### src/hw/rtl/b64d_pkg.sv
package b64d_pkg;

	// character item
	typedef struct packed {
		logic [7:0] char_in;
		logic       final_char;
	} chr_item_t;

	// result item
	typedef struct packed {
		logic [7:0] data_byte;
		logic       is_status;
		logic       decode_ok;
		logic       end_of_run;
	} res_item_t;

	// decoder state
	typedef struct packed {
		logic [17:0] accum;
		logic [1:0]  gpos;
		logic [1:0]  pad;
		logic        err;
	} dec_state_t;

	// results caused by one item: bytes first, then the optional status
	typedef struct packed {
		logic [0:2][7:0] bytes;
		logic [1:0]      nbytes;
		logic            status;
		logic            ok;
	} dec_bundle_t;

	typedef enum logic [1:0] {
		SYM_DATA,
		SYM_PAD,
		SYM_BAD
	} sym_kind_t;

	typedef struct packed {
		sym_kind_t  kind;
		logic [5:0] value;
	} sym_t;

	localparam logic [5:0] SEXTET_LOWER = 6'd26;
	localparam logic [5:0] SEXTET_DIGIT = 6'd52;
	localparam logic [5:0] SEXTET_PLUS  = 6'd62;
	localparam logic [5:0] SEXTET_SLASH = 6'd63;
	localparam logic [7:0] CHAR_PAD     = 8'h3D;
	localparam logic [1:0] GPOS_LAST    = 2'd3;
	localparam logic [1:0] GPOS_FIRST_PAD = 2'd2;
	localparam logic [1:0] PAD_MAX      = 2'd2;

	function automatic sym_t classify(input logic [7:0] c);
		sym_t s;
		logic [7:0] d;
		s.kind  = SYM_BAD;
		s.value = '0;
		d       = '0;
		if (c >= "A" && c <= "Z") begin
			d       = c - 8'("A");
			s.kind  = SYM_DATA;
			s.value = d[5:0];
		end else if (c >= "a" && c <= "z") begin
			d       = c - 8'("a");
			s.kind  = SYM_DATA;
			s.value = SEXTET_LOWER + d[5:0];
		end else if (c >= "0" && c <= "9") begin
			d       = c - 8'("0");
			s.kind  = SYM_DATA;
			s.value = SEXTET_DIGIT + d[5:0];
		end else if (c == 8'("+")) begin
			s.kind  = SYM_DATA;
			s.value = SEXTET_PLUS;
		end else if (c == 8'("/")) begin
			s.kind  = SYM_DATA;
			s.value = SEXTET_SLASH;
		end else if (c == CHAR_PAD) begin
			s.kind  = SYM_PAD;
		end
		return s;
	endfunction

endpackage

### src/hw/rtl/b64d_decode.sv
module b64d_decode (
	input  b64d_pkg::chr_item_t   item,
	input  b64d_pkg::dec_state_t  cur,
	output b64d_pkg::dec_state_t  nxt,
	output b64d_pkg::dec_bundle_t bnd
);
	import b64d_pkg::*;

	sym_t        sym;
	logic        bad;
	logic        err_new;
	logic [1:0]  pad_new;
	logic [5:0]  val;
	logic [23:0] full;
	logic [1:0]  pad_eff;

	always_comb begin
		sym     = classify(item.char_in);
		bad     = 1'b0;
		pad_new = cur.pad;
		val     = '0;
		unique case (sym.kind)
			SYM_BAD: bad = 1'b1;
			SYM_PAD: begin
				if (cur.gpos < GPOS_FIRST_PAD) bad = 1'b1;
				else pad_new = cur.pad + 2'd1;
			end
			SYM_DATA: begin
				if (cur.pad != 2'd0) bad = 1'b1;
				val = sym.value;
			end
			default: bad = 1'b1;
		endcase
		if (item.final_char && cur.gpos != GPOS_LAST) bad = 1'b1;

		full    = {cur.accum, val};
		pad_eff = (pad_new > PAD_MAX) ? PAD_MAX : pad_new;
		err_new = cur.err | bad;

		nxt        = cur;
		bnd.bytes  = {full[23:16], full[15:8], full[7:0]};
		bnd.nbytes = 2'd0;
		bnd.status = item.final_char;
		bnd.ok     = !err_new;

		if (!cur.err) begin
			if (bad) begin
				nxt.err = 1'b1;
			end else begin
				nxt.pad = pad_new;
				if (cur.gpos == GPOS_LAST) begin
					bnd.nbytes = 2'd3 - pad_eff;
					nxt.accum  = '0;
					nxt.gpos   = '0;
				end else begin
					nxt.accum = full[17:0];
					nxt.gpos  = cur.gpos + 2'd1;
				end
			end
		end

		// end of string: start over
		if (item.final_char) nxt = '0;
	end

endmodule

### src/hw/rtl/base64_decoder.sv
// Streaming Base64 decoder, standard alphabet with '=' padding.
//
// Character channel (chr_*): one encoded character per item, final_char
// set on the last character of a string. Result channel (res_*): decoded
// bytes one per item, and after the last character a status item
// (is_status = 1, decode_ok = 1 when the whole string was well formed).
// end_of_run marks the last result caused by a character.
//
// A character passes through the input register and then the result register,
// which offers its first result. The decoder takes one character per cycle
// while chr_stall is low. A character that ends a group may cause up to four
// results, which leave one per cycle from the result register while res_stall
// is low; the characters that follow keep flowing as long as they cause no
// results, so with res_stall low a steady stream of four characters per
// three bytes runs at one character per cycle. chr_stall rises only when a
// character with results waits for the result register to drain.
//
// After a decode error no data bytes are sent; the consumer drops the
// bytes of that string already received. Reset clears the decoder state and
// both pipeline valid flags; res_stall simply holds the current result.
module base64_decoder (
	input  logic                clk,
	input  logic                arst_n,
	input  logic                chr_valid,
	output logic                chr_stall,
	input  b64d_pkg::chr_item_t chr_item,
	output logic                res_valid,
	input  logic                res_stall,
	output b64d_pkg::res_item_t res_item
);
	import b64d_pkg::*;

	// input register
	chr_item_t   chr_s1;
	logic        vld_s1;

	// decoder state
	dec_state_t  state_q;
	dec_state_t  state_nxt;
	dec_bundle_t bnd;

	// result register: bundle and read index
	dec_bundle_t bnd_s2;
	logic        vld_s2;
	logic [1:0]  last_s2;
	logic [1:0]  idx_q;

	logic        emit;
	logic        s2_free;
	logic        adv;
	logic [2:0]  total;

	b64d_decode u_decode (
		.item (chr_s1),
		.cur  (state_q),
		.nxt  (state_nxt),
		.bnd  (bnd)
	);

	assign emit    = (bnd.nbytes != 2'd0) || bnd.status;
	// result register empties this cycle or is already empty
	assign s2_free = !vld_s2 || (!res_stall && idx_q == last_s2);
	assign adv     = vld_s1 && (!emit || s2_free);
	assign chr_stall = vld_s1 && !adv;
	assign total   = {1'b0, bnd.nbytes} + {2'b00, bnd.status};

	always_ff @(posedge clk or negedge arst_n) begin
		if (!arst_n) begin
			vld_s1 <= 1'b0;
		end else if (!chr_stall) begin
			vld_s1 <= chr_valid;
		end
	end

	always_ff @(posedge clk) begin
		if (chr_valid && !chr_stall) begin
			chr_s1 <= chr_item;
		end
	end

	always_ff @(posedge clk or negedge arst_n) begin
		if (!arst_n) begin
			state_q <= '0;
		end else if (adv) begin
			state_q <= state_nxt;
		end
	end

	always_ff @(posedge clk or negedge arst_n) begin
		if (!arst_n) begin
			vld_s2 <= 1'b0;
			idx_q  <= '0;
		end else if (adv && emit) begin
			vld_s2 <= 1'b1;
			idx_q  <= '0;
		end else if (vld_s2 && !res_stall) begin
			if (idx_q == last_s2) vld_s2 <= 1'b0;
			else idx_q <= idx_q + 2'd1;
		end
	end

	always_ff @(posedge clk) begin
		if (adv && emit) begin
			bnd_s2  <= bnd;
			last_s2 <= 2'(total - 3'd1);
		end
	end

	// current result: bytes first, status last
	always_comb begin
		res_valid           = vld_s2;
		res_item.end_of_run = (idx_q == last_s2);
		if (idx_q < bnd_s2.nbytes) begin
			res_item.data_byte = bnd_s2.bytes[idx_q];
			res_item.is_status = 1'b0;
			res_item.decode_ok = 1'b0;
		end else begin
			res_item.data_byte = '0;
			res_item.is_status = 1'b1;
			res_item.decode_ok = bnd_s2.ok;
		end
	end

endmodule

### config.mk
export PLATFORM = sky130hd
export DESIGN_NAME = base64_decoder
export DESIGN_NICKNAME = d
export VERILOG_FILES = /design/src/hw/rtl/b64d_pkg.sv /design/src/hw/rtl/b64d_decode.sv /design/src/hw/rtl/base64_decoder.sv
export SDC_FILE = /design/constraint.sdc
export NUM_CORES = 1
export LEC_CHECK = 0
export BUFFER_PORTS_ARGS = -buffer_cell sky130_fd_sc_hd__buf_2
export CORE_MARGIN = 2
export CORE_UTILIZATION = 40
export CTS_BUF_LIST = sky130_fd_sc_hd__clkbuf_4 sky130_fd_sc_hd__clkbuf_8
export DETAILED_ROUTE_END_ITERATION = 16
export GPL_TIMING_DRIVEN = 0
export PLACE_DENSITY = 0.68
export SLEW_MARGIN = 0
export SYNTH_ARGS = -nofsm -noshare
export SYNTH_HDL_FRONTEND = slang
export SYNTH_HIERARCHICAL = 1
export SYNTH_SLANG_ARGS = --single-unit
export TNS_END_PERCENT = 10
### constraint.sdc
create_clock -name clk -period 5.2 [get_ports clk]
set_input_delay 1.04 -clock clk [delete_from_list [all_inputs] [get_ports clk]]
set_output_delay 1.04 -clock clk [all_outputs]
set_load 0.01 [all_outputs]
==> run summary, run 1 <==
run status - complete, no violations
post-layout minimum cycle time - 4.86 ns
pin count of the biggest net entering global routing - 28
layout cells sized above 1 - 27.3%
crit path DAT - 3.82 ns
Ys Warns - 6
slew margin rel. - 56.5%
Global Route met2 Usage - 24.9%
Die Y - 103 um
vias in the first global route - 2539
peak supply drop - 136 uV
total grt overflow - 0
Synth Flop Type - edfxtp_1
area grow syn2layout - 12.7%
Worst path most repeated cell - buf_2
die area - 10500 um2
PwrDens - 374 nW/um2
Synth async-reset ratio - 41.5%
Leakage - 1.85 nW
CP Cell Sequence - clkbuf_1, inv_1, ha_1, buf_2, and3b_1, a2111o_1, nand4_1, a31oi_4, buf_4, and3_1, o31ai_2, nor2_1, buf_2
Via-to-Cell Ratio - 5.25
Sequential Power Share - 41.4%
Post-Syn Area - 3900 um2
Post-DP HPWL - 5.84 mm
WHS - 0.527 ns
sw power - 0.595 mW
logic gate share of total power - 34.9%
Max Root-Sink Buffers - 2
clock sink count - 65
number of synthesized flops with an enable pin - 38
critical path's slowest cell - o31ai_2
routability cong. - 0.908
Core Rows - 36
required time of the critical path - 4.16 ns
I/O Pins - 26
Fmax - 206 MHz
port bufs - 25
first-pass GRT wire length - 12.8 mm
Clock Tree Root - clkbuf_8
antenna violations before repair - 0
maxcap violations - 0
CTS H-Tree Depth - 3
Total Wirelength - 7.90 mm
GRT met3 Usage - 3.25%
CP max FO - 10
skew final - 0.0107 ns
Yosys cell types - 60
Syn Area/Cell - 11.1 um2
DR iter-0 viols - 191
Post-Syn Nets - 376
vias - 2756
Post-CTS Setup Bufs - 0
setup violators final - 0
die width - 103 um
fin crit share - 93.5%
Final ANT Viol Nets - 0
Largest stage delay, worst path - 0.51 ns
clock share of power - 23.7%
worst min path class - flip-flop to flip-flop
Syn Inst Count - 350
CP endpoint kind - output pin
ant diodes - 0
latest clock arrival within the worst-skew pair - 0.34 ns
CTS Buf Count - 9
RSZ-0062 raised after global routing - false
CTS tree - done
DRC Markers - 0
met1 Use GR - 21.6%
Nets - 413
Max Slew Vio Count - 0
Tot GR Track Use - 15.8%
sequential share of the synthesized area - 46.6%
Core Region - 9590 um2
Pint - 1.05 mW
clock transition at the registers of the reported paths - 0.07 ns
Setup CP Type - flip-flop to output pin
startpoint types - flip-flop
Wirelength per Cell - 15.0 um
drt pass-1 iters - 4
Initial Util - 40.6%
sw frac - 36.2%
Fin. Hold Viols - 0
GRT busiest layer - met2
slew at the pin closest to its max-slew limit - 0.653 ns
setup TNS - 0 ns
register bit total from synthesis - 65
cells in the final DEF (no fill, tap or decap), types with 6 or more instances in the layout:
cell and n:
ha_1 13, clkbuf_1 8, buf_2 30, xor2_1 6, dfrtp_1 27, nor2_1 24, mux2_4 20, nand2_1 11
edfxtp_1 38, mux2i_1 11, nand3_1 22, a21oi_1 26, o21ai_0 9, nand2b_1 18, clkbuf_8 9, buf_4 20
inv_1 16
Yosys cell counts, types with 2 or more instances:
library cell  number  area share, %
edfxtp_1          38             29
dfrtp_1           27             17
a21oi_1           26            3.3
nor2_1            24            2.3
nand3_1           22            2.8
buf_4             20            3.9
mux2_4            20            7.7
nand2b_1          18            2.9
inv_1             16            1.5
ha_1              13            4.2
mux2i_1           11            2.8
nand2_1           11            1.1
o21ai_0            9            1.2
clkbuf_1           8           0.77
xor2_1             6            1.3
buf_2              5           0.64
nor3_1             5           0.64
a21o_1             4           0.77
a22o_1             4           0.90
a31oi_1            4           0.64
mux2_2             4            1.2
nor2b_1            4           0.64
and2_1             3           0.48
and3_1             3           0.48
buf_6              3           0.87
nand4_1            3           0.48
xnor2_1            3           0.67
a221oi_1           2           0.45
a22oi_1            2           0.39
nor3b_4            2           0.96
cell families after synthesis:
logic type | count (synthesis) | share of synthesized area [%]
AND/OR/NAND/NOR | 106 | 15.0
AO/OA/AOI/OAI | 70 | 12.8
flip-flops | 65 | 46.6
buffers and inverters | 52 | 7.67
multiplexers | 35 | 11.7
adder cells (fa/ha/maj) | 13 | 4.17
XOR/XNOR | 9 | 2.02
state kept, by name, indices dropped and copies added, names as in the netlist:
| name | flops |
|---|---|
| bnd_s2 | 27 |
| chr_s1 | 9 |
| idx_q | 2 |
| last_s2 | 2 |
| res_valid | 1 |
| state_q | 23 |
| vld_s1 | 1 |
worst max-delay path: cells and delay by family (launching register included):
kind,cells,cell delay (ns)
buffers and inverters,5,1.05
AO/OA/AOI/OAI,3,1.11
flip-flops,1,0.39
AND/OR/NAND/NOR,4,0.70
adder cells (fa/ha/maj),1,0.23
stage by stage:
step           total power [mW]  worst slack, ns  cell area (um2)  instances  util, %
3_3_place_gp               1.25           -0.127             4190        508     43.6
6_report                   1.64            0.336             4390        525     45.8
2_1_floorplan              1.10            0.791             3900        350        -
3_5_place_dp               1.27            0.547             4210        509     43.8
4_1_cts                    1.66            0.153             4390        525     45.7
5_1_grt                    1.75            0.115             4390        525     45.8
worst paths after layout:
path | to | start | cells past startpoint | slack [ns]
max in group asynchronous | state_q[8]$_DFFE_PN0N_ | arst_n | 1 | 4.05
min | idx_q[1]$_DFFE_PN0P_ | vld_s1$_DFFE_PN0N_ | 1 | 0.53
min reg2reg | idx_q[1]$_DFFE_PN0P_ | vld_s1$_DFFE_PN0N_ | 1 | 0.53
min in group asynchronous | state_q[21]$_DFFE_PN0N_ | arst_n | 1 | 0.72
max | chr_stall | chr_s1[3]$_DFFE_PP_ | 13 | 0.34
max reg2reg | state_q[8]$_DFFE_PN0N_ | chr_s1[3]$_DFFE_PP_ | 15 | 1.02
power groups by stage:
stage	Sequential (mW)	Clock (mW)	Combinational, mW
2_1_floorplan	0.679	0	0.419
3_3_place_gp	0.690	0	0.558
3_5_place_dp	0.691	0	0.577
4_1_cts	0.680	0.400	0.579
5_1_grt	0.688	0.426	0.637
6_report	0.680	0.389	0.573
area by class of cell:
cell class              instances  area, um2
inverters                      16       60.1
well taps                     133        166
multi-input cells             233       1790
clock buffers                   9        124
fillers                       905       5200
plain buffers                  36        239
repair buffers                 26        140
clock inverters                 7       56.3
flip-flops and latches         65       1820
metal layers:
layer / wire [um] / share of wire (%)
met1: 3720 / 47
met2: 3810 / 48
met3: 296 / 3.7
met4: 78 / 0.99
met5: 0 / 0
timing repair:
item | CTS | global route
resized for setup | 0 | 1
hold buffers | 0 | 0
endpoints found under the setup margin | 0 | 1
Note: power is estimated with default switching activity, not from simulation.
==> run 2: changes to the inputs <==
--- a/config.mk
+++ b/config.mk
@@ -7,11 +7,11 @@
 export LEC_CHECK = 0
 export BUFFER_PORTS_ARGS = -buffer_cell sky130_fd_sc_hd__buf_2
 export CORE_MARGIN = 2
-export CORE_UTILIZATION = 40
+export CORE_UTILIZATION = 63
 export CTS_BUF_LIST = sky130_fd_sc_hd__clkbuf_4 sky130_fd_sc_hd__clkbuf_8
 export DETAILED_ROUTE_END_ITERATION = 16
 export GPL_TIMING_DRIVEN = 0
-export PLACE_DENSITY = 0.68
+export PLACE_DENSITY = 0.94
 export SLEW_MARGIN = 0
 export SYNTH_ARGS = -nofsm -noshare
 export SYNTH_HDL_FRONTEND = slang
==> run summary, run 2 (synthesized netlist as in run 1, its figures left out) <==
area of the multi-input gates - 1790 um2
Leakage - 1.89 nW
die width - 82.6 um
DR iter-0 viols - 359
logic gate share of total power - 32.1%
Nets - 413
ant diodes - 0
M1 WL - 3.58 mm
Max Root-Sink Buffers - 2
Post-CTS Setup Bufs - 0
CP max FO - 10
sw power - 0.610 mW
antenna violations before repair - 0
Clock Tree Root - clkbuf_8
slew at the pin closest to its max-slew limit - 0.652 ns
Via-to-Cell Ratio - 6.18
Core Rows - 28
Tot GR Track Use - 27.4%
startpoint types - flip-flop
WHS - 0.520 ns
pin count of the biggest net entering global routing - 28
CP endpoint kind - output pin
total grt overflow - 0
Buf+Inv Stages, Crit Path - 5
Die Y - 82.6 um
post-layout minimum cycle time - 4.86 ns
latest clock arrival within the worst-skew pair - 0.36 ns
Largest stage delay, worst path - 0.50 ns
vias in the first global route - 2694
skew final - 0.00876 ns
commonest non-fill, non-tap cell in the layout - edfxtp_1
I/O Pins - 26
Seq. cell area - 1820 um2
routability cong. - 0.929
area grow syn2layout - 12.6%
setup violators final - 0
Pint - 1.19 mW
met2 wire length - 4.33 mm
CTS Buf Count - 9
cts hold-fix bufs - 0
required time of the critical path - 4.16 ns
critical path's slowest cell - o31ai_2
fin crit share - 93.5%
clock sink count - 65
max reg flops - 27
Worst path most repeated cell - buf_2
CP Cell Sequence - clkbuf_1, inv_1, ha_1, buf_2, nor2b_1, o211a_1, o211ai_2, a31oi_4, buf_4, and3_1, o31ai_2, nor2_1, buf_2
Post-DP HPWL - 6.11 mm
Top reg by flops - bnd_s2
CTS tree - done
Fin. Hold Viols - 0
Initial Util - 65.4%
clock transition at the registers of the reported paths - 0.07 ns
run status - complete, no violations
peak supply drop - 350 uV
most frequent cells in the layout - edfxtp_1 (38), buf_2 (30), dfrtp_1 (27)
vias - 2886
die area - 6830 um2
Final ANT Viol Nets - 0
clock share of power - 29.9%
Sequential Power Share - 38.0%
Post-DP Area - 4130 um2
Setup CP Type - flip-flop to output pin
slew margin rel. - 56.5%
Largest regs - bnd_s2: 27 flops, state_q: 23 flops, chr_s1: 9 flops
Fmax - 206 MHz
sw frac - 33.8%
layout cells sized above 1 - 27.3%
post-CTS resize count - 0
RSZ-0062 raised after global routing - false
post-route cell area - 4390 um2
CTS H-Tree Depth - 3
port bufs - 25
Max Slew Vio Count - 0
DR WL met3 - 604 um
Total Wirelength - 8.67 mm
max layer used - met4
PwrDens - 411 nW/um2
Core Region - 5960 um2
DRC Markers - 0
worst min path class - flip-flop to flip-flop
Wirelength per Cell - 18.6 um
maxcap violations - 0
# fillers - 382
cell family with most CP delay - compound AO/OA/AOI/OAI gates
first-pass GRT wire length - 13.4 mm
drt pass-1 iters - 8
crit path DAT - 3.82 ns
[run 2: layer usage]
metal / up-vias / GRT usage [%]
met3: 17 / 6.96
met1: 1393 / 36.1
met4: 0 / 10.7
met5: - / 0
met2: 150 / 43.5
li1: 1326 / -
[run 2: path summary, 6_finish.rpt]
kind                                     startpoint                      end  slack [ns]  cells past startpoint
worst max register to register  chr_s1[3]$_DFFE_PP_     bnd_s2[11]$_DFFE_PP_        0.99                     13
min in group asynchronous                    arst_n  state_q[17]$_DFFE_PN0N_        0.71                      1
worst max-delay path            chr_s1[3]$_DFFE_PP_                chr_stall        0.34                     13
max in group asynchronous                    arst_n     idx_q[1]$_DFFE_PN0P_        4.07                      1
worst min register to register   vld_s1$_DFFE_PN0N_     idx_q[1]$_DFFE_PN0P_        0.52                      1
worst min-delay path             vld_s1$_DFFE_PN0N_     idx_q[1]$_DFFE_PN0P_        0.52                      1
[run 2: power groups by stage]
stage          Combinational, mW  Sequential (mW)  Clock (mW)
6_report                   0.579            0.686       0.540
3_3_place_gp               0.548            0.689           0
2_1_floorplan              0.419            0.679           0
3_5_place_dp               0.570            0.695           0
5_1_grt                    0.639            0.693       0.564
4_1_cts                    0.577            0.685       0.543
[run 2: metrics by stage]
step | power, mW | worst slack (ns) | instances | TNS [ns] | utilization (%)
floorplan | 1.10 | 0.791 | 350 | 0 | -
global placement | 1.24 | -0.0440 | 450 | -1.24 | 69.1
detailed placement | 1.26 | 0.618 | 451 | 0 | 69.4
CTS | 1.80 | 0.219 | 467 | 0 | 73.6
global route | 1.90 | 0.129 | 467 | 0 | 73.7
finish | 1.80 | 0.340 | 467 | 0 | 73.7
[run 2: final cells by class]
type                       instances  share of cell area [%]
clock inverter                     7                    2.85
inverter                          16                    1.37
buffer                            36                    5.45
timing repair buffer              26                    3.19
clock buffer                       9                    2.82
sequential                        65                    41.4
multi-input combinational        233                    40.8
tap                               75                    2.14
[run 2: worst register-to-register path: cells and delay by family (launching register included)]
| kind | cells | cell delay, ns |
|---|---|---|
| AO/OA/AOI/OAI | 3 | 0.69 |
| flip-flops | 1 | 0.38 |
| buffers and inverters | 5 | 1.21 |
| AND/OR/NAND/NOR | 4 | 1.43 |
| adder cells (fa/ha/maj) | 1 | 0.23 |
